### src/hdl/rpm_pkg.sv
// Shared types and constants for the point-mass rocket integrator.
// No dependencies; every other file in hdl/ refers to this package.
`timescale 1ns / 1ps

package rpm_pkg;

	// Iteration counts of the bit-serial arithmetic units.
	localparam int MUL_CYCLES  = 64;
	localparam int DIV_CYCLES  = 80;
	localparam int SQRT_CYCLES = 32;

	// Magnitude cap on intermediate values: 2^62.
	localparam logic [62:0] LIM62 = 63'h4000_0000_0000_0000;

	// Magnitude of gravity (-642689 in Q16.16 m/s^2).
	localparam logic [63:0] GRAVITY_MAG = 64'd642689;

	// Right shift applied to a finished product.
	typedef enum logic [1:0] {
		SH_0,
		SH_16,
		SH_24
	} shift_t;

	// Configuration register indexes.
	localparam logic [2:0] REG_DRY_MASS    = 3'd0;
	localparam logic [2:0] REG_INIT_FUEL   = 3'd1;
	localparam logic [2:0] REG_FLOW        = 3'd2;
	localparam logic [2:0] REG_EXHAUST_VEL = 3'd3;
	localparam logic [2:0] REG_DRAG        = 3'd4;
	localparam logic [2:0] REG_COS_PITCH   = 3'd5;
	localparam logic [2:0] REG_SIN_PITCH   = 3'd6;
	localparam logic [2:0] REG_TIME_STEP   = 3'd7;

endpackage

### src/hdl/rpm_sqrt.sv
// Integer square root by the digit-by-digit method, one result bit per cycle.
// Depends on rpm_pkg for the cycle count.
`timescale 1ns / 1ps

module rpm_sqrt (
	input  logic        clk,
	input  logic        arst_n,
	input  logic        start,
	input  logic [63:0] x,
	output logic        done,
	output logic [31:0] r
);

	logic [63:0] x_q;
	logic [63:0] res_q;
	logic [63:0] bit_q;
	logic [5:0]  cnt_q;
	logic        done_q;
	logic [63:0] trial;
	logic        take;

	always_comb begin
		trial = res_q + bit_q;
		take  = (x_q >= trial);
	end

	always_ff @(posedge clk or negedge arst_n) begin
		if (!arst_n) begin
			x_q    <= '0;
			res_q  <= '0;
			bit_q  <= '0;
			cnt_q  <= '0;
			done_q <= 1'b0;
		end else if (start) begin
			x_q    <= x;
			res_q  <= '0;
			bit_q  <= 64'h4000_0000_0000_0000;
			cnt_q  <= 6'(rpm_pkg::SQRT_CYCLES);
			done_q <= 1'b0;
		end else if (cnt_q != 6'd0) begin
			if (take) begin
				x_q   <= x_q - trial;
				res_q <= (res_q >> 1) + bit_q;
			end else begin
				res_q <= res_q >> 1;
			end
			bit_q  <= bit_q >> 2;
			cnt_q  <= cnt_q - 6'd1;
			done_q <= (cnt_q == 6'd1);
		end else begin
			done_q <= 1'b0;
		end
	end

	assign done = done_q;
	assign r    = res_q[31:0];

endmodule

### config.mk
export PLATFORM = sky130hd
export DESIGN_NAME = rpm_sqrt
export DESIGN_NICKNAME = d
export VERILOG_FILES = /design/src/hdl/rpm_pkg.sv /design/src/hdl/rpm_sqrt.sv
export SDC_FILE = /design/constraint.sdc
export NUM_CORES = 1
export LEC_CHECK = 0
export ABC_AREA = 1
export BUFFER_PORTS_ARGS = -buffer_cell sky130_fd_sc_hd__buf_2
export CAP_MARGIN = 20
export CORE_MARGIN = 2
export CORE_UTILIZATION = 45
export CTS_CLUSTER_DIAMETER = 60
export DETAILED_ROUTE_END_ITERATION = 8
export PLACE_DENSITY_LB_ADDON = 0.08
export REMOVE_ABC_BUFFERS = 1
export SYNTH_ARGS = -nofsm -noshare
export SYNTH_HDL_FRONTEND = slang
export SYNTH_SLANG_ARGS = --single-unit
### constraint.sdc
create_clock -name clk -period 4.2 [get_ports clk]
set_clock_uncertainty 0.1 [all_clocks]
set_input_delay 0.42 -clock clk [delete_from_list [all_inputs] [get_ports clk]]
set_output_delay 0.42 -clock clk [all_outputs]
set_load 0.05 [all_outputs]
After elaboration in Yosys (flattened, before gate mapping)
Cells that the tools add are included.
- logic and storage cells: 27
- flip-flop bits (word level): 199
- input port bits: 67
- output and inout bits: 33
- order comparisons: 1
- equal/unequal tests: 1
- reduce and logical (&&, ||, !) cells: 4
- mux-type cells: 12
- $add $sub $neg: 4
- operators by type and width (kind ; count):
    $mux 64 ; 8
    $add 63x64->64 ; 1
    $add 64x64->64 ; 1
    $ge 64x64->1 ; 1
    $sub 64x64->64 ; 1
    $mux 6 ; 2
    $eq 6x1->1 const B ; 1
    $reduce_bool 6->1 ; 1
    $sub 6x1->6 const B ; 1
    $reduce_bool 2->1 ; 2
    $mux 1 ; 2
    $reduce_and 2->1 ; 1

Logic depth before layout (Yosys ltp)
- depth after elaboration: 5
- depth in mapped cells: 32
- gate-level depth less buffers: 31

Worst setup path before layout
Ideal clock, no wire load.
- path kind: reg2reg
- from: reg res_q[10]
- to: reg res_q[4]
- path buffers: 1
- path slack: 468 ps
- data arrival time: 3514 ps
- stages on the path, launching flop included: 26
- clock period less this slack: 3732 ps
- cell sequence: dfrtp_1 -> ha_1 -> nand2_1 -> o21ai_1 -> nand2_1 -> nand2_1 -> a21oi_1 -> o21bai_1 -> nand2_1 -> nand2_1 -> nand3_1 -> nand3b_1 -> nand2_1 -> ha_1 -> nand2_1 -> nor2_1 -> nand2_1 -> inv_1 -> a21oi_2 -> nor2_1 -> nor2_2 -> nand2_4 -> buf_2 -> or2_1 -> nand3_1 -> nand2_1
- word-level cells in the longest chain between the ends: 5
- RTL lines (item ; RTL line ; RTL):
    start, declared ; rpm_sqrt.sv:15 ; logic [63:0] res_q;
    start signal, assigned ; rpm_sqrt.sv:43 ; res_q <= (res_q >> 1) + bit_q;
    start signal, assigned ; rpm_sqrt.sv:45 ; res_q <= res_q >> 1;
    $add 64x64->64 ; rpm_sqrt.sv:23 ; trial = res_q + bit_q;
    $ge 64x64->1 ; rpm_sqrt.sv:24 ; take = (x_q >= trial);
    $mux 64 ; rpm_sqrt.sv:41 ; if (take) begin
    $mux 64 ; rpm_sqrt.sv:40 ; end else if (cnt_q != 6'd0) begin
    $mux 64 ; rpm_sqrt.sv:34 ; end else if (start) begin
Every way passes these cells. The select of a mux whose other input is x is not followed.
A chain may end at the register's enable or synchronous reset.

Worst setup path after layout
- from: reg res_q[50]
- to: reg x_q[23]
- word-level cells in the longest chain between the ends: 4
- RTL lines (item ; RTL line ; RTL):
    $add 64x64->64 ; rpm_sqrt.sv:23 ;
    $ge 64x64->1 ; rpm_sqrt.sv:24 ;
    $reduce_bool 2->1 (no source line) ; n/a ;
    $reduce_and 2->1 (no source line) ; n/a ;
    end signal, assigned ; rpm_sqrt.sv:42 ; x_q <= x_q - trial;
    end, declared ; rpm_sqrt.sv:14 ; logic [63:0] x_q;
Every way passes these cells.

==> qor.yml <==
coreArea_um2: 46800
setup_viol: 0
die-area_um2: 49400
worstPathBufferInverterCount: 5
yosysSeqAreaShare_pct: 19.5
peakVddDrop_mv: 0.410
maxCapViolCount: 0
grt_start_max_net_pins: 97
max_freq_mhz: 240
hold_viol: 0
slew_headroom_pct: 38.7
vias_per_cell: 5.14
worst-setup-path-type: "reg -> reg"
row_count: 79
nNetsFinal: 4622
period_minus_slack_ps: 4170
clkLatencyLatePin_ps: 530
crit_fanout: 6
h-tree-depth: 4
cts_max_path_buffers: 2
post_synth_num_cell_types: 50
cts_buffers: 17
drt-pass1-iter-count: 5
cp.required_ps: 4550
clock_sinks: 167
crit_family: "simple AND/OR/NAND/NOR gates"
hp-class: "in -> reg"
crit_chain: "ha_4, buf_4, nand2_1, nor2_1, inv_2, nor2_4, nand2_2, nor4_4, a21oi_4, xor2_1, ha_1, nand2_1, inv_2, nand3_4, nor2_4, nand2_4, nor3_4, nand2_4, nand2_8, nand2_4, buf_12, buf_4, or2_2, nand3_1"
wl_per_cell_um: 18.0
holdPathStages: 3
syn_area_per_cell_um2: 5.50
io_pins: 100
netlist_area_um2: 21400
gp_congestion: 0.994
cts_root_buf: "clkbuf_16"
grt.overflow.total: 0
die_w_um: 222
min_period_over_period_pct: 99.4
design_area_um2: 28700
max_stage_delay_ps: 460
drc: 0
antenna_found_initial: 0
cts_tree: "built"
dpl.cell_count: 4958
grt_pass1_vias: 24200
vias: 25900
reg2reg_depth: 24
syn_inst: 3900
num_antenna_cells: 0
antenna_left: 0
syn_to_final_growth_pct: 33.6
initial_core_util_pct: 45.9
path_common_cell: "nand2_4"
end_kind: "flip-flop"
outcome: "finished, final reports clean"
cpMaxStageDelayCell: "dfrtp_2"
powerDensity_nw_per_um2: 643
worstSetupPathDepth: 24
tightest_slew_ps: 920
routed_wirelength_mm: 90.8
p_leak_nw: 15.2
synth_edf_count: 0
drt_iter0_markers: 2291
grt.total_usage_pct: 35.5
clk_pin_slew_worst_paths_ps: 80
fp.dieH_um: 222
drive_above_1_share_pct: 23.1
critPathArrivalTime_ps: 4520
ys.flop_type: "dfrtp_1"
grt_pass1_wl_mm: 133
ys_async_sr_fraction_pct: 100
rsz0062_at_grt: "true"
worstSetupStartpointType: "flip-flop"
yosysWarningCount: 0
ys_seq_elements: 167
final_max_slew_viol_count: 0
finalNonFillerCells: 5041
postPlaceCellArea_um2: 25600
post-dp-hpwl_mm: 72.1
numPortBuffers: 99
## cells by family (layout without fill, tap and decap cells)
family / after synthesis / in the layout / share of synthesized area [%]
buf+inv: 807 / 1341 / 15.3
xor+xnor: 95 / 95 / 3.88
simple gates: 2319 / 2319 / 43.9
flops: 167 / 167 / 19.5
fa+ha+maj: 134 / 134 / 7.85
compound gates: 378 / 378 / 9.57
## per-stage QoR
step	worst slack (ps)	util (%)	total power, mW	TNS [ps]	hold WS (ps)
global placement	-167	54.8	14.7	-3870	372
floorplan	-987	-	9.68	-71720	24.4
detailed placement	-171	54.8	14.7	-4300	376
global route	-174	61.3	20.0	-9970	35.0
CTS	3.27	56.5	16.6	0	3.73
finish	27.2	61.3	18.4	0	29.3
## layout make-up
type	instances	area [um^2]
inverter	708	2670
tap	607	759
multi-input combinational	2926	15800
fill	4785	18100
clock inverter	15	173
sequential	167	4180
timing repair buffer	601	4630
clock buffer	17	425
## worst paths after layout
| kind | start | end | slack [ps] |
|---|---|---|---|
| setup / recovery | res_q[50] | x_q[23] | 30 |
| hold / removal | x[9] | x_q[9] | 30 |
| setup reg to reg | res_q[50] | x_q[23] | 30 |
| hold reg to reg | x_q[21] | x_q[21] | 390 |
| max in group asynchronous | arst_n | res_q[50] | 2540 |
| min in group asynchronous | arst_n | res_q[13] | 430 |
## state kept, by name, indices dropped and copies added (netlist names)
name	count
bit_q	32
cnt_q	6
done	1
res_q	64
x_q	64
## where the power goes
| part | switching, mW | total [mW] | leakage [nW] | internal [mW] |
|---|---|---|---|---|
| logic | 8.41 | 14.1 | 12.7 | 5.70 |
| clock network | 0.905 | 1.71 | 0.295 | 0.804 |
| registers | 0.510 | 2.61 | 2.16 | 2.10 |
## worst min-delay path, stage by stage
cell     delay, ps
buf_2           80
nand2_1         50
nand3_1         70
## cell usage in the layout, fill, tap and decap left out, types with 7 or more instances in the layout
cell type  instances
a21o_1            10
a21oi_1          110
a21oi_2           23
buf_12            13
buf_2             98
buf_4            462
buf_6             11
clkbuf_16         23
dfrtp_1          164
ha_1              91
ha_4              40
inv_1            691
inv_2             13
inv_8              7
nand2_1         1452
nand2_2          107
nand2_4           23
nand3_1          240
nand3_2           13
nand3b_1          25
nand4_1           40
nor2_1           262
nor2_2            61
nor2_4            17
nor3_1            32
nor3_2             7
o21ai_0          100
o21ai_1           32
o21ai_2           26
o21bai_1          11
o22ai_1           31
or2_2             18
xnor2_1           45
xor2_1            38
## cell usage after synthesis, types with 8 or more instances
master	instances	area share [%]
o22ai_1	32	0.93
buf_6	11	0.58
nor2_1	330	5.8
or2_2	18	0.53
nand3_1	255	6.0
nor3_1	39	0.91
buf_2	16	0.37
nand4_1	40	1.2
dfrtp_1	167	19
nor2_2	10	0.29
xor2_1	46	1.9
buf_4	36	1.3
ha_1	133	7.8
a21o_1	10	0.35
nand2_2	8	0.23
clkbuf_1	30	0.53
o21ai_1	24	0.56
inv_1	702	12
xnor2_1	49	2.0
o21bai_1	15	0.53
nand3b_1	25	0.88
nand2_1	1575	28
o21ai_0	136	3.2
a21oi_1	138	3.2
## timing repair
item / CTS / global route
gates resized for setup: 43 / 428
setup endpoints to repair: 98 / 128
gates cloned: 0 / 7
setup buffers: 3 / 36
endpoints found under the hold margin: 98 / 0
hold buffers: 6 / 0
pin swaps: 5 / 128
## per-layer routing
layer / vias to the layer above / routed length (um) / GRT usage [%]
met5: - / 0 / 0
met4: 0 / 5210 / 19.8
met3: 217 / 5080 / 4.51
met2: 873 / 41800 / 58.3
met1: 11800 / 38800 / 44.9
li1: 13100 / - / -
(Power assumes the default switching activity.)
