===== src/hdl/rpm_pkg.sv =====
// Shared types and constants for the point-mass rocket integrator.
// No dependencies; every other file in hdl/ refers to this package.
`timescale 1ns / 1ps

package rpm_pkg;

	// Iteration counts of the bit-serial arithmetic units.
	localparam int MUL_CYCLES  = 64;
	localparam int DIV_CYCLES  = 80;
	localparam int SQRT_CYCLES = 32;

	// Magnitude cap on intermediate values: 2^62.
	localparam logic [62:0] LIM62 = 63'h4000_0000_0000_0000;

	// Magnitude of gravity (-642689 in Q16.16 m/s^2).
	localparam logic [63:0] GRAVITY_MAG = 64'd642689;

	// Right shift applied to a finished product.
	typedef enum logic [1:0] {
		SH_0,
		SH_16,
		SH_24
	} shift_t;

	// Configuration register indexes.
	localparam logic [2:0] REG_DRY_MASS    = 3'd0;
	localparam logic [2:0] REG_INIT_FUEL   = 3'd1;
	localparam logic [2:0] REG_FLOW        = 3'd2;
	localparam logic [2:0] REG_EXHAUST_VEL = 3'd3;
	localparam logic [2:0] REG_DRAG        = 3'd4;
	localparam logic [2:0] REG_COS_PITCH   = 3'd5;
	localparam logic [2:0] REG_SIN_PITCH   = 3'd6;
	localparam logic [2:0] REG_TIME_STEP   = 3'd7;

endpackage


===== src/hdl/rpm_div.sv =====
// Restoring divider computing (n << 16) / d, one quotient bit per cycle.
// Depends on rpm_pkg for the cycle count and the quotient cap.
`timescale 1ns / 1ps

module rpm_div (
	input  logic        clk,
	input  logic        arst_n,
	input  logic        start,
	input  logic [63:0] n,
	input  logic [40:0] d,
	output logic        done,
	output logic [62:0] q,
	output logic        sat
);

	logic [79:0] n_q;
	logic [40:0] d_q;
	logic [40:0] rem_q;
	logic [62:0] q_q;
	logic        cap_q;
	logic [6:0]  cnt_q;
	logic        done_q;
	logic [41:0] trial;
	logic [41:0] diff;
	logic        qb;
	logic [63:0] newq;
	logic        over;

	// One restoring step and the check against the quotient cap.
	always_comb begin
		trial = {rem_q, n_q[79]};
		diff  = trial - {1'b0, d_q};
		qb    = (trial >= {1'b0, d_q});
		newq  = {q_q, qb};
		over  = (newq > {1'b0, rpm_pkg::LIM62});
	end

	always_ff @(posedge clk or negedge arst_n) begin
		if (!arst_n) begin
			n_q    <= '0;
			d_q    <= '0;
			rem_q  <= '0;
			q_q    <= '0;
			cap_q  <= 1'b0;
			cnt_q  <= '0;
			done_q <= 1'b0;
		end else if (start) begin
			n_q    <= {n, 16'd0};
			d_q    <= d;
			rem_q  <= '0;
			q_q    <= '0;
			cap_q  <= 1'b0;
			cnt_q  <= 7'(rpm_pkg::DIV_CYCLES);
			done_q <= 1'b0;
		end else if (cnt_q != 7'd0) begin
			n_q    <= {n_q[78:0], 1'b0};
			rem_q  <= qb ? diff[40:0] : trial[40:0];
			if (!cap_q) begin
				if (over) begin
					q_q   <= rpm_pkg::LIM62;
					cap_q <= 1'b1;
				end else begin
					q_q <= newq[62:0];
				end
			end
			cnt_q  <= cnt_q - 7'd1;
			done_q <= (cnt_q == 7'd1);
		end else begin
			done_q <= 1'b0;
		end
	end

	assign done = done_q;
	assign q    = q_q;
	assign sat  = cap_q;

endmodule


===== config.mk =====
export PLATFORM = sky130hd
export DESIGN_NAME = rpm_div
export DESIGN_NICKNAME = d
export VERILOG_FILES = /design/src/hdl/rpm_pkg.sv /design/src/hdl/rpm_div.sv
export SDC_FILE = /design/constraint.sdc
export NUM_CORES = 1
export LEC_CHECK = 0
export BUFFER_PORTS_ARGS = -buffer_cell sky130_fd_sc_hd__clkbuf_2
export CORE_MARGIN = 1
export CORE_UTILIZATION = 50
export CTS_CLUSTER_DIAMETER = 200
export CTS_CLUSTER_SIZE = 25
export DETAILED_ROUTE_END_ITERATION = 10
export GPL_TIMING_DRIVEN = 0
export PLACE_DENSITY = 0.83
export SLEW_MARGIN = 5
export SYNTH_ARGS = -nofsm -noshare
export SYNTH_HDL_FRONTEND = slang
export SYNTH_SLANG_ARGS = --single-unit

===== constraint.sdc =====
create_clock -name clk -period 7.95 [get_ports clk]
set_clock_uncertainty 0.2 [all_clocks]
set_input_delay 1.59 -clock clk [delete_from_list [all_inputs] [get_ports clk]]
set_output_delay 1.59 -clock clk [all_outputs]
set_load 0.005 [all_outputs]

Yosys cells after proc, flatten, opt, wreduce, memory -nomap -nowiden
Cells that the tools add are included.
Word-level totals
  input port bits: 108
  output and inout bits: 65
  register bits after elaboration: 234
Operators by class
  magnitude comparators: 2
  equality and inequality tests: 2
  add/sub/neg operators: 2
  mux-type cells: 17
  reduce and logical (&&, ||, !) cells: 3
Operators with widths (number)
  63-bit 2-to-1 mux: 4
  80-bit 2-to-1 mux: 2
  41-bit 2-to-1 mux: 3
  64-bit by 63-bit > comparator with 1-bit output (second input constant): 1
  42-bit by 41-bit >= comparator with 1-bit output: 1
  41-bit subtractor: 1
  7-bit 2-to-1 mux: 2
  7-bit by 1-bit equality test with 1-bit output (second input constant): 1
  7-bit nonzero test: 1
  7-bit by 1-bit subtractor with 7-bit output (second input constant): 1
  1-bit 2-to-1 mux: 6
  2-bit inequality test (second input constant): 1
  2-bit AND reduction: 1
  2-bit nonzero test: 1

Longest topological paths before layout
  depth after elaboration: 6
  depth in mapped cells: 15
  mapped depth without buffers: 13

Worst setup path before layout
No wires, ideal clock.
  kind: register to register
  start: register n_q[79]
  end: register rem_q[23]
  clock period less this slack: 3.282 ns
  data arrival time: 2.982 ns
  stages on the path, launching flop included: 15
  data required time: 7.651 ns
  setup slack: 4.668 ns
  path through: dfrtp_1 -> inv_1 -> ha_1 -> fa_1 -> nand2b_1 -> a211oi_1 -> o31ai_4 -> o221ai_2 -> a41o_1 -> a221o_1 -> buf_2 -> buf_6 -> buf_4 -> nand2_1 -> a311oi_1
On the way
  longest elaborated chain between the ends: 4
RTL lines
  start: declaration: line rpm_div.sv:16  | logic [79:0] n_q;
  start signal: assignment: line rpm_div.sv:48  | n_q <= {n, 16'd0};
  start signal: assignment: line rpm_div.sv:56  | n_q <= {n_q[78:0], 1'b0};
  41-bit subtractor or 42-bit by 41-bit >= comparator with 1-bit output (tied branches): line rpm_div.sv:32, rpm_div.sv:33
  41-bit 2-to-1 mux (*): line rpm_div.sv:57  | rem_q <= qb ? diff[40:0] : trial[40:0];
  41-bit 2-to-1 mux (*): line rpm_div.sv:55  | end else if (cnt_q != 7'd0) begin
  41-bit 2-to-1 mux (*): line rpm_div.sv:47  | end else if (start) begin
  end signal: assignment: line rpm_div.sv:57
  end: declaration: line rpm_div.sv:18  | logic [40:0] rem_q;
Every way passes the cells marked *; elsewhere a longest branch is shown, timed or not. The select of a mux whose other input is x is not followed.
A chain may end at the register's enable or synchronous reset.

Worst setup path in the final report
  start: register rem_q[8]
  end: register q_q[44], in the netlist q[44]
On the way
  longest elaborated chain between the ends: 6
RTL lines
  42-bit by 41-bit >= comparator with 1-bit output: line rpm_div.sv:33  | qb = (trial >= {1'b0, d_q});
  64-bit by 63-bit > comparator with 1-bit output: line rpm_div.sv:35  | over = (newq > {1'b0, rpm_pkg::LIM62});
  63-bit 2-to-1 mux: line rpm_div.sv:59  | if (over) begin
  63-bit 2-to-1 mux: line rpm_div.sv:58  | if (!cap_q) begin
  63-bit 2-to-1 mux: line rpm_div.sv:55
  63-bit 2-to-1 mux: line rpm_div.sv:47
  end signal: assignment: line rpm_div.sv:60  | q_q <= rpm_pkg::LIM62;
  end signal: assignment: line rpm_div.sv:63  | q_q <= newq[62:0];
  end: declaration: line rpm_div.sv:19  | logic [62:0] q_q;
No other way between the ends. The select of a mux whose other input is x is not followed.

==> results.yml <==
outcome:
  status: "finished, final reports clean"
finish:
  layout-drive-gt1-share_pct: 16.1
  final_nets: 1567
  diodes: 0
  layout_commonest_cell: "dfrtp_1"
  final_core_util_pct: 58.4
  area.growth.synth_to_final_pct: 13.9
  regArea_mm2: 0.00546
  multi_input_area_mm2: 0.00564
  fillers: 1968
  final-instance-count-excl-fill: 1699
  layout_common_cells: "218 x dfrtp_1, 177 x nand2_1, 170 x clkbuf_2"
cts:
  cts.path.max_buffers: 3
  clk_latency_ns: 0.49
  tritoncts: "built"
  numCtsBuffers: 12
  ctsHoldBuffers: 0
  cts_root_buf: "clkbuf_16"
  cts.sinks: 218
  cts_setup_buffers: 0
  post_cts_resized: 0
  cts_max_level: 1
  path_clk_slew_ns: 0.11
grt:
  grt_pass1_wl_um: 49200
  grt_max_degree: 99
  overflow: 0
  antenna_found_initial: 1
  grt_pass1_vias: 9713
  grt_usage_pct: 25.7
synthesis:
  synth_xor_area_share_pct: 2.86
  async_flop_share_pct: 100
  synth_fa_ha_area_share_pct: 4.90
  synthSimpleGateAreaFrac_pct: 13.1
  ys.warnings.count: 0
  ys.flop_type: "dfrtp_1"
  ys_seq_area_share_pct: 46.9
  synth_top_family_by_area: "compound AO/OA/AOI/OAI gates"
  syn_nets: 1380
  synth_compound_area_share_pct: 21.8
  synth.distinct_cells: 68
  postSynthCellCount: 1227
  synth-seq-cells: 218
  avgSynthCellArea_um2: 9.48
  synth_area_mm2: 0.0116
  synth.mux.area_fraction_pct: 5.80
  synth_edf_count: 0
critical_path:
  crit_fanout: 10
  worst-setup-path-type: "reg2reg"
  worst_setup_path_end_kind: "flop"
  cp_slowest_cell: "nor3_2"
  worstPathArrival_ns: 4.19
  slowest_delay_ns: 0.51
  start_kind: "flop"
  worstPathRequired_ns: 8.16
  cp_cell_sequence: "ha_1 -> buf_6 -> a21oi_4 -> nand2b_1 -> o31ai_4 -> o221ai_2 -> a41o_1 -> a21boi_2 -> a21oi_1 -> nor3_2 -> buf_2 -> a22o_1"
power_and_ir_drop:
  pwr-share-comb_pct: 41.9
  p_switching_uw: 1320
  power.share.switching_pct: 38.4
  pwr-share-seq_pct: 38.8
  p_leak_uw: 0.00687
  peakVddDrop_uv: 147
  power_frac_clock_pct: 19.2
  power_density_mw_per_mm2: 259
  total_power_uw: 3430
  p_int_uw: 2120
timing:
  setup_viol: 0
  tightest_slew_ns: 0.861
  rsz0062_at_grt: "false"
  setup-tns-final_ns: 0
  max_freq_mhz: 251
  max_slew_margin_pct: 41.8
  min_period_ns: 3.98
  slew_viol_final: 0
  post-route-period-util_pct: 50.1
  hold_violations: 0
placed_design:
  hpwl_um: 22300
  placedCellCount: 1685
  port_buffers: 171
  place_congestion: 0.931
die:
  die_w_um: 155
  dieArea_mm2: 0.0239
  initial_core_util_pct: 51.2
  rows: 55
  io_pins: 173
  die_h_um: 155
  fp.coreArea_mm2: 0.0227
routing:
  postRouteAntennaNets: 0
  viasPerCell: 5.91
  vias: 10000
  wire_per_inst_um: 17.7
  wl_um: 30100
  drt-initial-drc-count: 679
  drtPass1Iterations: 6
  drc: 0
min_path:
  hold_class: "reg2reg"
run:
  maxCapViolations: 0
## per-layer routing
metal	vias up	track usage [%]	share of wire, %
met5	-	0	0.043
met4	2	10.0	3.7
met3	89	3.59	6.9
met2	405	41.6	46
met1	4802	35.1	43
li1	4746	-	-
## cells in the mapped netlist (17+ instances only)
cell type	number	area, µm²
a21o_1	25	188
mux2i_1	64	641
o21ai_0	123	616
nor4_1	18	113
ha_1	44	551
inv_1	52	195
nand2_1	177	664
a21oi_1	66	330
clkbuf_1	51	191
o21ai_1	18	90.1
a211oi_1	24	180
xnor2_1	24	210
a22o_1	61	534
nand3_1	17	85.1
nor2_1	65	244
dfrtp_1	218	5460
buf_2	17	85.1
## power by group through the flow
stage	combinational (µW)	sequential [µW]	clock [µW]
finish	1440	1330	660
global route	1600	1350	709
CTS	1410	1330	671
detailed placement	1400	1350	0
global placement	1360	1350	0
floorplan	1070	1320	0
## critical path, delay by kind of cell (launching register included)
family	cells	cell delay [ns]
compound gates	7	1.86
simple gates	2	0.63
buf+inv	2	0.46
flops	1	0.44
fa+ha+maj	1	0.31
## final timing paths
| kind | start | end | slack [ns] | depth (start not counted) |
|---|---|---|---|---|
| min in group asynchronous | arst_n | d_q[16]$_DFFE_PN0P_ | 0.82 | 1 |
| hold / removal | rem_q[40]$_DFFE_PN0P_ | rem_q[40]$_DFFE_PN0P_ | 0.29 | 2 |
| setup reg to reg | rem_q[8]$_DFFE_PN0P_ | q[44]$_DFFE_PN0P_ | 3.97 | 12 |
| hold reg to reg | rem_q[40]$_DFFE_PN0P_ | rem_q[40]$_DFFE_PN0P_ | 0.29 | 2 |
| setup / recovery | rem_q[8]$_DFFE_PN0P_ | q[44]$_DFFE_PN0P_ | 3.97 | 12 |
| max in group asynchronous | arst_n | q[41]$_DFFE_PN0P_ | 5.91 | 2 |
## state kept, by name, indices dropped and copies added (netlist names)
name,flops
cnt_q,7
d_q,41
done,1
n_q,64
q,63
rem_q,41
sat,1
## cell families after synthesis
kind of cell	Yosys count
compound gates	385
simple gates	341
flops	218
buf+inv	133
mux	67
fa+ha+maj	45
xor+xnor	38
## metrics by stage
step	hold slack (ns)	cell area [µm²]	setup WS (ns)
finish	0.293	13300	3.97
global route	0.326	13300	3.79
CTS	0.292	13200	4.04
detailed placement	0.268	12900	3.80
global placement	0.267	12800	0.952
floorplan	0.248	11600	4.67
## area by class of cell
class                   instances  share of cell area [%]
multi-input cells             876                    42.5
well taps                     285                    2.69
plain buffers                  80                    2.65
clock buffers                  13                    2.45
flip-flops and latches        218                    41.2
inverters                      53                    1.50
repair buffers                173                    6.94
clock inverters                 1                  0.0661
No activity file was read; power rests on OpenSTA's default activity.
