`src/hdl/rpm_pkg.sv`:
```
// Shared types and constants for the point-mass rocket integrator.
// No dependencies; every other file in hdl/ refers to this package.
`timescale 1ns / 1ps

package rpm_pkg;

	// Iteration counts of the bit-serial arithmetic units.
	localparam int MUL_CYCLES  = 64;
	localparam int DIV_CYCLES  = 80;
	localparam int SQRT_CYCLES = 32;

	// Magnitude cap on intermediate values: 2^62.
	localparam logic [62:0] LIM62 = 63'h4000_0000_0000_0000;

	// Magnitude of gravity (-642689 in Q16.16 m/s^2).
	localparam logic [63:0] GRAVITY_MAG = 64'd642689;

	// Right shift applied to a finished product.
	typedef enum logic [1:0] {
		SH_0,
		SH_16,
		SH_24
	} shift_t;

	// Configuration register indexes.
	localparam logic [2:0] REG_DRY_MASS    = 3'd0;
	localparam logic [2:0] REG_INIT_FUEL   = 3'd1;
	localparam logic [2:0] REG_FLOW        = 3'd2;
	localparam logic [2:0] REG_EXHAUST_VEL = 3'd3;
	localparam logic [2:0] REG_DRAG        = 3'd4;
	localparam logic [2:0] REG_COS_PITCH   = 3'd5;
	localparam logic [2:0] REG_SIN_PITCH   = 3'd6;
	localparam logic [2:0] REG_TIME_STEP   = 3'd7;

endpackage

```
`src/hdl/rpm_mul.sv`:
```
// Bit-serial shift-and-add multiplier, one multiplier bit per cycle.
// Depends on rpm_pkg for the cycle count, the shift select and the cap.
`timescale 1ns / 1ps

module rpm_mul (
	input  logic            clk,
	input  logic            arst_n,
	input  logic            start,
	input  logic [63:0]     a,
	input  logic [63:0]     b,
	input  rpm_pkg::shift_t sh,
	output logic            done,
	output logic [62:0]     res,
	output logic            sat
);

	logic [63:0]     a_q;
	logic [127:0]    p_q;
	logic [6:0]      cnt_q;
	logic            done_q;
	rpm_pkg::shift_t sh_q;
	logic [64:0]     sum;
	logic [127:0]    w;

	// Upper half plus the multiplicand when the current multiplier bit is set.
	always_comb begin
		sum = {1'b0, p_q[127:64]} + (p_q[0] ? {1'b0, a_q} : 65'd0);
	end

	always_ff @(posedge clk or negedge arst_n) begin
		if (!arst_n) begin
			a_q    <= '0;
			p_q    <= '0;
			cnt_q  <= '0;
			done_q <= 1'b0;
			sh_q   <= rpm_pkg::SH_0;
		end else if (start) begin
			a_q    <= a;
			p_q    <= {64'd0, b};
			cnt_q  <= 7'(rpm_pkg::MUL_CYCLES);
			sh_q   <= sh;
			done_q <= 1'b0;
		end else if (cnt_q != 7'd0) begin
			p_q    <= {sum, p_q[63:1]};
			cnt_q  <= cnt_q - 7'd1;
			done_q <= (cnt_q == 7'd1);
		end else begin
			done_q <= 1'b0;
		end
	end

	// Scale the finished product and cap it at 2^62.
	always_comb begin
		unique case (sh_q)
			rpm_pkg::SH_0:  w = p_q;
			rpm_pkg::SH_16: w = p_q >> 16;
			rpm_pkg::SH_24: w = p_q >> 24;
			default:        w = p_q;
		endcase
		sat = (|w[127:63]) | (w[62] & (|w[61:0]));
		res = sat ? rpm_pkg::LIM62 : w[62:0];
	end

	assign done = done_q;

endmodule

```
`config.mk`:
```
export PLATFORM = sky130hd
export DESIGN_NAME = rpm_mul
export DESIGN_NICKNAME = d
export VERILOG_FILES = /design/src/hdl/rpm_pkg.sv /design/src/hdl/rpm_mul.sv
export SDC_FILE = /design/constraint.sdc
export NUM_CORES = 1
export LEC_CHECK = 0
export ABC_AREA = 1
export BUFFER_PORTS_ARGS = -buffer_cell sky130_fd_sc_hd__buf_4
export CAP_MARGIN = 20
export CORE_UTILIZATION = 40
export DETAILED_ROUTE_END_ITERATION = 6
export GPL_ROUTABILITY_DRIVEN = 0
export PLACE_DENSITY = 0.69
export SKIP_CTS_REPAIR_TIMING = 1
export SLEW_MARGIN = 25
export SYNTH_ARGS = -nofsm -noshare
export SYNTH_HDL_FRONTEND = slang
export SYNTH_SLANG_ARGS = --single-unit
```
`constraint.sdc`:
```
create_clock -name clk -period 2.2 [get_ports clk]
set_input_delay 0.33 -clock clk [delete_from_list [all_inputs] [get_ports clk]]
set_output_delay 0.33 -clock clk [all_outputs]
set_load 0.1 [all_outputs]
```
# Word-level counts from Yosys, hierarchy flattened
# Index checks and enable logic that the tools add are counted.
# W data, S select, Z words.
dict set report classes {
  addsub 2
  n_eq_ne 3
  muxes 9
  n_bitwise 2
  reduce_logical 4
}
# op n
set op_table {}
lappend op_table {{$mux W128} 2}
lappend op_table {{$pmux W128 S2} 1}
lappend op_table {{$add A64 B64 Y65} 1}
lappend op_table {{$reduce_or A65 Y1} 1}
lappend op_table {{$mux W64} 1}
lappend op_table {{$mux W63} 1}
lappend op_table {{$reduce_or A62 Y1} 1}
lappend op_table {{$mux W7} 2}
lappend op_table {{$eq A7 B1 Y1 const B} 1}
lappend op_table {{$reduce_bool A7 Y1} 1}
lappend op_table {{$sub A7 B1 Y7 const B} 1}
lappend op_table {{$eq A2 B1 Y1 const B} 1}
lappend op_table {{$eq A2 B2 Y1 const B} 1}
lappend op_table {{$mux W1} 2}
lappend op_table {{$reduce_bool A2 Y1} 1}
lappend op_table {{$and A1 B1 Y1} 1}
lappend op_table {{$or A1 B1 Y1} 1}
dict set report word_totals {
  reg_bits 202
  input_bits 133
  output_inout_bits 65
  elab_cells 25
}

# Depth between registers and ports, before layout
dict set report depth {
  ltp_word 6
  mapped_depth 20
  mapped_depth_nobuf 18
}

# Worst setup path after synthesis
# Ideal clock, no wire load.
dict set report synth_timing {
  kind {flip-flop to output port}
  start {register sh_q[0]}
  end {output port res[53]}
  arrival_ns 3.260
  t_required_ns 1.870
  slack_ns -1.390
  stages_incl_launch_ff 18
  n_path_buf 4
  cell_sequence {dfrtp_1 -> inv_1 -> ha_1 -> buf_4 -> inv_2 -> buf_6 -> buf_6 -> o21ai_1 -> nor2_1 -> nand2_1 -> nor2_1 -> nand2_1 -> nor2_1 -> nand2_1 -> nand2_1 -> nand2_4 -> buf_6 -> nor2_1}
}
dict set report synth_between {
  elab_chain_cells 6
  elab_cells_between_ends 8
  classes_between {2 x eq/ne; 2 x mux; 2 x bitwise; 2 x reduce/logical}
}
# item line_no
set synth_rtl {}
lappend synth_rtl {{start, declared} rpm_mul.sv:21} ;# rpm_pkg::shift_t sh_q;
lappend synth_rtl {{start signal, assigned} rpm_mul.sv:36} ;# sh_q <= rpm_pkg::SH_0;
lappend synth_rtl {{start signal, assigned} rpm_mul.sv:41} ;# sh_q <= sh;
lappend synth_rtl {{$eq A2 B2 Y1 / $eq A2 B1 Y1 (equally long branches)} rpm_mul.sv:54} ;# unique case (sh_q)
lappend synth_rtl {{$pmux W128 S2 (*)} rpm_mul.sv:54}
lappend synth_rtl {{$reduce_or A62 Y1} rpm_mul.sv:60} ;# sat = (|w[127:63]) | (w[62] & (|w[61:0]));
lappend synth_rtl {{$and A1 B1 Y1} rpm_mul.sv:60}
lappend synth_rtl {{$or A1 B1 Y1 (*)} rpm_mul.sv:60}
lappend synth_rtl {{via sat} rpm_mul.sv:14} ;# output logic sat
lappend synth_rtl {{$mux W63 (*)} rpm_mul.sv:61} ;# res = sat ? rpm_pkg::LIM62 : w[62:0];
lappend synth_rtl {{end, declared} rpm_mul.sv:13} ;# output logic [62:0] res,
# Mark *: on every way through the listed nets, which the timed path passes. The rest lies on a longest branch.

# Final worst setup path
dict set report layout_timing {
  start {register sh_q[0]}
  end {output port res[11]}
}
dict set report layout_between {
  elab_chain_cells 6
  elab_cells_between_ends 8
  classes_between {2 x eq/ne; 2 x mux; 2 x bitwise; 2 x reduce/logical}
}
# item line_no
set layout_rtl {}
lappend layout_rtl {{$eq A2 B2 Y1 / $eq A2 B1 Y1 (equally long branches)} rpm_mul.sv:54}
lappend layout_rtl {{$pmux W128 S2 (*)} rpm_mul.sv:54}
lappend layout_rtl {{$reduce_or A62 Y1} rpm_mul.sv:60}
lappend layout_rtl {{$and A1 B1 Y1} rpm_mul.sv:60}
lappend layout_rtl {{$or A1 B1 Y1} rpm_mul.sv:60}
lappend layout_rtl {{$mux W63 (*)} rpm_mul.sv:61}
# Mark *: on every way between the ends. The rest lies on a longest branch, timed or not.

==> flow_summary.html <==
<table>
<tr><th>Metric</th><th>Value</th></tr>
<tr><th colspan="2">Timing</th></tr>
<tr><td>Slack of the critical path</td><td>-1.29 ns</td></tr>
<tr><td>Worst clock skew</td><td>roughly 0.03 ns</td></tr>
<tr><td>Total of endpoints with negative setup slack in the final report</td><td>122</td></tr>
<tr><td>Min Clock Period, post-route</td><td>3.49 ns</td></tr>
<tr><td>Share of the clock period used by the worst path after layout</td><td>1.59</td></tr>
<tr><td>Final-report hold violation count</td><td>13</td></tr>
<tr><td>Tightest hold margin</td><td>-0.0346 ns</td></tr>
<tr><td>Count of final max-slew check failures</td><td>0</td></tr>
<tr><td>Upper clock frequency limit</td><td>0.286 GHz</td></tr>
<tr><td>Worst-case headroom to the max-slew limit</td><td>0.518</td></tr>
<tr><td>Slew of the pin with the lowest slew margin</td><td>0.722 ns</td></tr>
<tr><td>Setup repair after global routing missed its margin</td><td>true</td></tr>
<tr><th colspan="2">Detailed routing</th></tr>
<tr><td>Total wire length after detailed routing</td><td>around 75000 um</td></tr>
<tr><td>Number of antenna-violating nets in the routed design</td><td>0</td></tr>
<tr><td>Total iterations of the first detailed-routing run</td><td>7</td></tr>
<tr><td>Detailed-route vias per instance</td><td>around 5.3</td></tr>
<tr><td>DRC</td><td>27</td></tr>
<tr><td>Routed len/inst</td><td>18.1 um</td></tr>
<tr><td>Number of DRC markers after the initial detailed-route iteration</td><td>2205</td></tr>
<tr><td>Count of vias placed by the detailed router</td><td>22000</td></tr>
<tr><th colspan="2">Floorplan</th></tr>
<tr><td>Initial Utilization</td><td>0.408</td></tr>
<tr><td>Rows</td><td>74</td></tr>
<tr><td>Floorplan die width</td><td>207 um</td></tr>
<tr><td>Die footprint</td><td>0.0428 sq mm</td></tr>
<tr><td>Area inside the core boundary</td><td>0.0411 sq mm</td></tr>
<tr><td>Die height</td><td>207 um</td></tr>
<tr><td>I/O Pins</td><td>198</td></tr>
<tr><th colspan="2">CTS</th></tr>
<tr><td>Num CTS Buffers</td><td>26</td></tr>
<tr><td>Number of clock sinks seen by CTS</td><td>~200</td></tr>
<tr><td>Clk Tree Root Cell</td><td>clkbuf_16</td></tr>
<tr><td>Number of buffers on the longest clock path</td><td>3</td></tr>
<tr><td>Worst-path clk slew</td><td>roughly 0.06 ns</td></tr>
<tr><td>TritonCTS clock tree</td><td>yes</td></tr>
<tr><td>Worst skew pair latency</td><td>between 0.5 and 0.6 ns</td></tr>
<tr><td>H-Tree Depth</td><td>1</td></tr>
<tr><th colspan="2">Final layout</th></tr>
<tr><td>Fin nets</td><td>3782</td></tr>
<tr><td>Area Growth Syn to Fin</td><td>68.2%</td></tr>
<tr><td>Summed area of non-filler cells in the final layout</td><td>0.0282 sq mm</td></tr>
<tr><td>Filler-free cell count of the finished design</td><td>4130</td></tr>
<tr><td>Layout cell share with drive strength beyond 1</td><td>0.387</td></tr>
<tr><td>Number of fill cells in the layout</td><td>~3100</td></tr>
<tr><td>Most frequent cells in the layout</td><td>1072 x nand2_1, 532 x buf_4, 466 x inv_1, 215 x nand2_2, 201 x dfrtp_1</td></tr>
<tr><td>Commonest non-fill, non-tap cell in the layout</td><td>nand2_1</td></tr>
<tr><td>Final Util</td><td>0.687</td></tr>
<tr><td>Number of antenna cells inserted</td><td>0</td></tr>
<tr><th colspan="2">Place</th></tr>
<tr><td>Placed insts</td><td>3975</td></tr>
<tr><td>Area of placed instances</td><td>around 0.022 sq mm</td></tr>
<tr><td>Detail Placement HPWL</td><td>48600 um</td></tr>
<tr><td>Port-buffer cells</td><td>197</td></tr>
<tr><th colspan="2">Global route</th></tr>
<tr><td>Vias in the first global route</td><td>19300</td></tr>
<tr><td>First-pass GRT wire length</td><td>96800 um</td></tr>
<tr><td>Overflow left after global routing</td><td>0</td></tr>
<tr><td>Total global-route track usage</td><td>0.285</td></tr>
<tr><td>Maximum number of pins on one net before global-route repair</td><td>70</td></tr>
<tr><td>Number of antenna violations at the first check in global routing</td><td>0</td></tr>
<tr><th colspan="2">Power</th></tr>
<tr><td>Switch share</td><td>0.428</td></tr>
<tr><td>Share of power burned in registers</td><td>0.234</td></tr>
<tr><td>Leakage power summed over all cells</td><td>~15 nW</td></tr>
<tr><td>Internal portion of total power</td><td>0.0121 W</td></tr>
<tr><td>Post-layout total power</td><td>0.0212 W</td></tr>
<tr><td>Power density over the cells</td><td>roughly 750 mW/mm^2</td></tr>
<tr><td>Peak ir drop on the vdd network</td><td>0.490 mV</td></tr>
<tr><td>Part of the power in combinational logic</td><td>0.558</td></tr>
<tr><td>Net switching power of the design</td><td>0.00908 W</td></tr>
<tr><td>Share of total power in the clock network</td><td>0.208</td></tr>
<tr><th colspan="2">Yosys</th></tr>
<tr><td>Number of enable-type register cells in the synthesized netlist</td><td>0</td></tr>
<tr><td>Synth Warn #</td><td>0</td></tr>
<tr><td>Flop and latch count out of synthesis</td><td>202</td></tr>
<tr><td>Portion of the post-synthesis area used by sequential elements</td><td>0.301</td></tr>
<tr><td>Syn avg cell area</td><td>5.75 sq um</td></tr>
<tr><td>Proportion of synthesized flip-flops having asynchronous set or reset</td><td>1.00</td></tr>
<tr><td>Number of nets in the synthesized netlist</td><td>3125</td></tr>
<tr><td>Top FF cell, synth</td><td>dfrtp_1</td></tr>
<tr><td>Number of instances in the synthesized netlist</td><td>between 2000 and 3000</td></tr>
<tr><td>Number of distinct standard cells referenced by the synthesized netlist</td><td>38</td></tr>
<tr><td>Netlist area before placement</td><td>0.0168 sq mm</td></tr>
<tr><th colspan="2">Critical path</th></tr>
<tr><td>Crit end category</td><td>output pin</td></tr>
<tr><td>Startpoint kind of the worst setup timing path</td><td>flop</td></tr>
<tr><td>Critical path data required time</td><td>1.87 ns</td></tr>
<tr><td>Worst Path Class, Setup</td><td>flop to output pin</td></tr>
<tr><td>Largest fanout on the critical path</td><td>10</td></tr>
<tr><td>Data arrival time of the critical path</td><td>3.16 ns</td></tr>
<tr><th colspan="2">Run status</th></tr>
<tr><td>Outcome</td><td>finished, violations left</td></tr>
<tr><td>Violations in the final reports</td><td>design-rule violations, negative hold slack, negative setup slack</td></tr>
<tr><th colspan="2">Hold path</th></tr>
<tr><td>Worst hold path type</td><td>input pin to flop</td></tr>
<tr><th colspan="2">Flow run</th></tr>
<tr><td>Number of maximum-capacitance constraint violations</td><td>0</td></tr>
</table>
## power by group through the flow
stage	Clock, W	Sequential (W)	Combinational, W
after global placement	0	0.00493	0.00863
final	0.00442	0.00497	0.0118
after global routing	0.00463	0.00501	0.0126
after detailed placement	0	0.00495	0.00879
after floorplan	0	0.00480	0.00488
after CTS	0.00450	0.00489	0.00884
## flip-flops by register name, indices dropped and copies added (netlist names)
register  count
cnt_q         7
done          1
sh_q          2
a_q          64
p_q         128
## final cells by class
cell class / instances / area, sq um / area share
flip-flops and latches: 202 / 5060 / 0.179
multi-input cells: 2083 / 12500 / 0.444
well taps: 532 / 666 / 0.0236
clock inverters: 13 / 128 / 0.00452
clock buffers: 34 / 742 / 0.0263
inverters: 548 / 2070 / 0.0733
repair buffers: 718 / 7050 / 0.249
## per-stage QoR
| stage | TNS (ns) | hold slack (ns) | setup slack, ns |
|---|---|---|---|
| 4_1_cts | -120.33 | -0.235 | -1.58 |
| 3_5_place_dp | -79.66 | 0.353 | -0.955 |
| 5_1_grt | -119.96 | 0.000126 | -1.41 |
| 3_3_place_gp | -76.58 | 0.349 | -0.947 |
| 2_1_floorplan | -36.97 | 0.0344 | -0.645 |
| 6_report | -106.48 | -0.0346 | -1.29 |
## worst paths after layout
kind                                           start  cells after the start  slack, ns                    to
worst max-delay path             sh_q[0]$_DFFE_PN0P_                     19      -1.29               res[11]
worst min-delay path                            a[1]                      3      -0.03    a_q[1]$_DFFE_PN0P_
worst max register to register    p_q[0]$_DFFE_PN0P_                     20      -0.78  p_q[113]$_DFFE_PN0P_
worst min register to register  cnt_q[5]$_DFFE_PN0P_                      1       0.47  cnt_q[5]$_DFFE_PN0P_
max in group asynchronous                     arst_n                      3       1.24   a_q[30]$_DFFE_PN0P_
min in group asynchronous                     arst_n                      2       0.33  p_q[117]$_DFFE_PN0P_
## kinds of logic (layout without fill, tap and decap cells)
logic type / count (synthesis) / in the layout / share of synthesized area
compound gates: 248 / 248 / 0.0868
xor+xnor: 7 / 7 / 0.00365
fa+ha+maj: 70 / 70 / 0.0526
buf+inv: 638 / 1313 / 0.149
flops: 202 / 202 / 0.301
simple gates: 1757 / 1758 / 0.407
## cells in the mapped netlist (10+ instances only)
cell type	instances	area [sq um]
a21oi_1	70	350
a22oi_1	20	150
buf_2	27	135
buf_6	10	113
clkbuf_1	50	188
dfrtp_1	202	5050
ha_1	69	863
inv_1	545	2050
nand2_1	1353	5080
nand3_1	100	500
nand4_1	14	87.6
nor2_1	254	953
nor3_1	21	105
o21ai_0	92	460
o21ai_1	12	60.1
o221ai_1	29	254
## critical path, cell delays in order, from the launching register on
cell and delay (ns):
dfrtp_1 0.41, inv_2 0.07, ha_4 0.20, buf_12 0.14
clkbuf_16 0.15, nand2_1 0.06, nand2_1 0.08, nand2_1 0.08
nand2_2 0.06, nor2_2 0.10, nand2_1 0.05, nor2_1 0.09
nand2_1 0.10, nor2_2 0.17, nand2_2 0.09, nand2_4 0.12
nand2_8 0.11, buf_4 0.19, nor2_4 0.14, buf_12 0.19
## per-layer routing
layer	track usage	wire length (um)
met5	0	0
met4	0.139	5520
met3	0.0345	7370
met2	0.477	34600
met1	0.364	27200
Power figures use the tool's default switching activity.
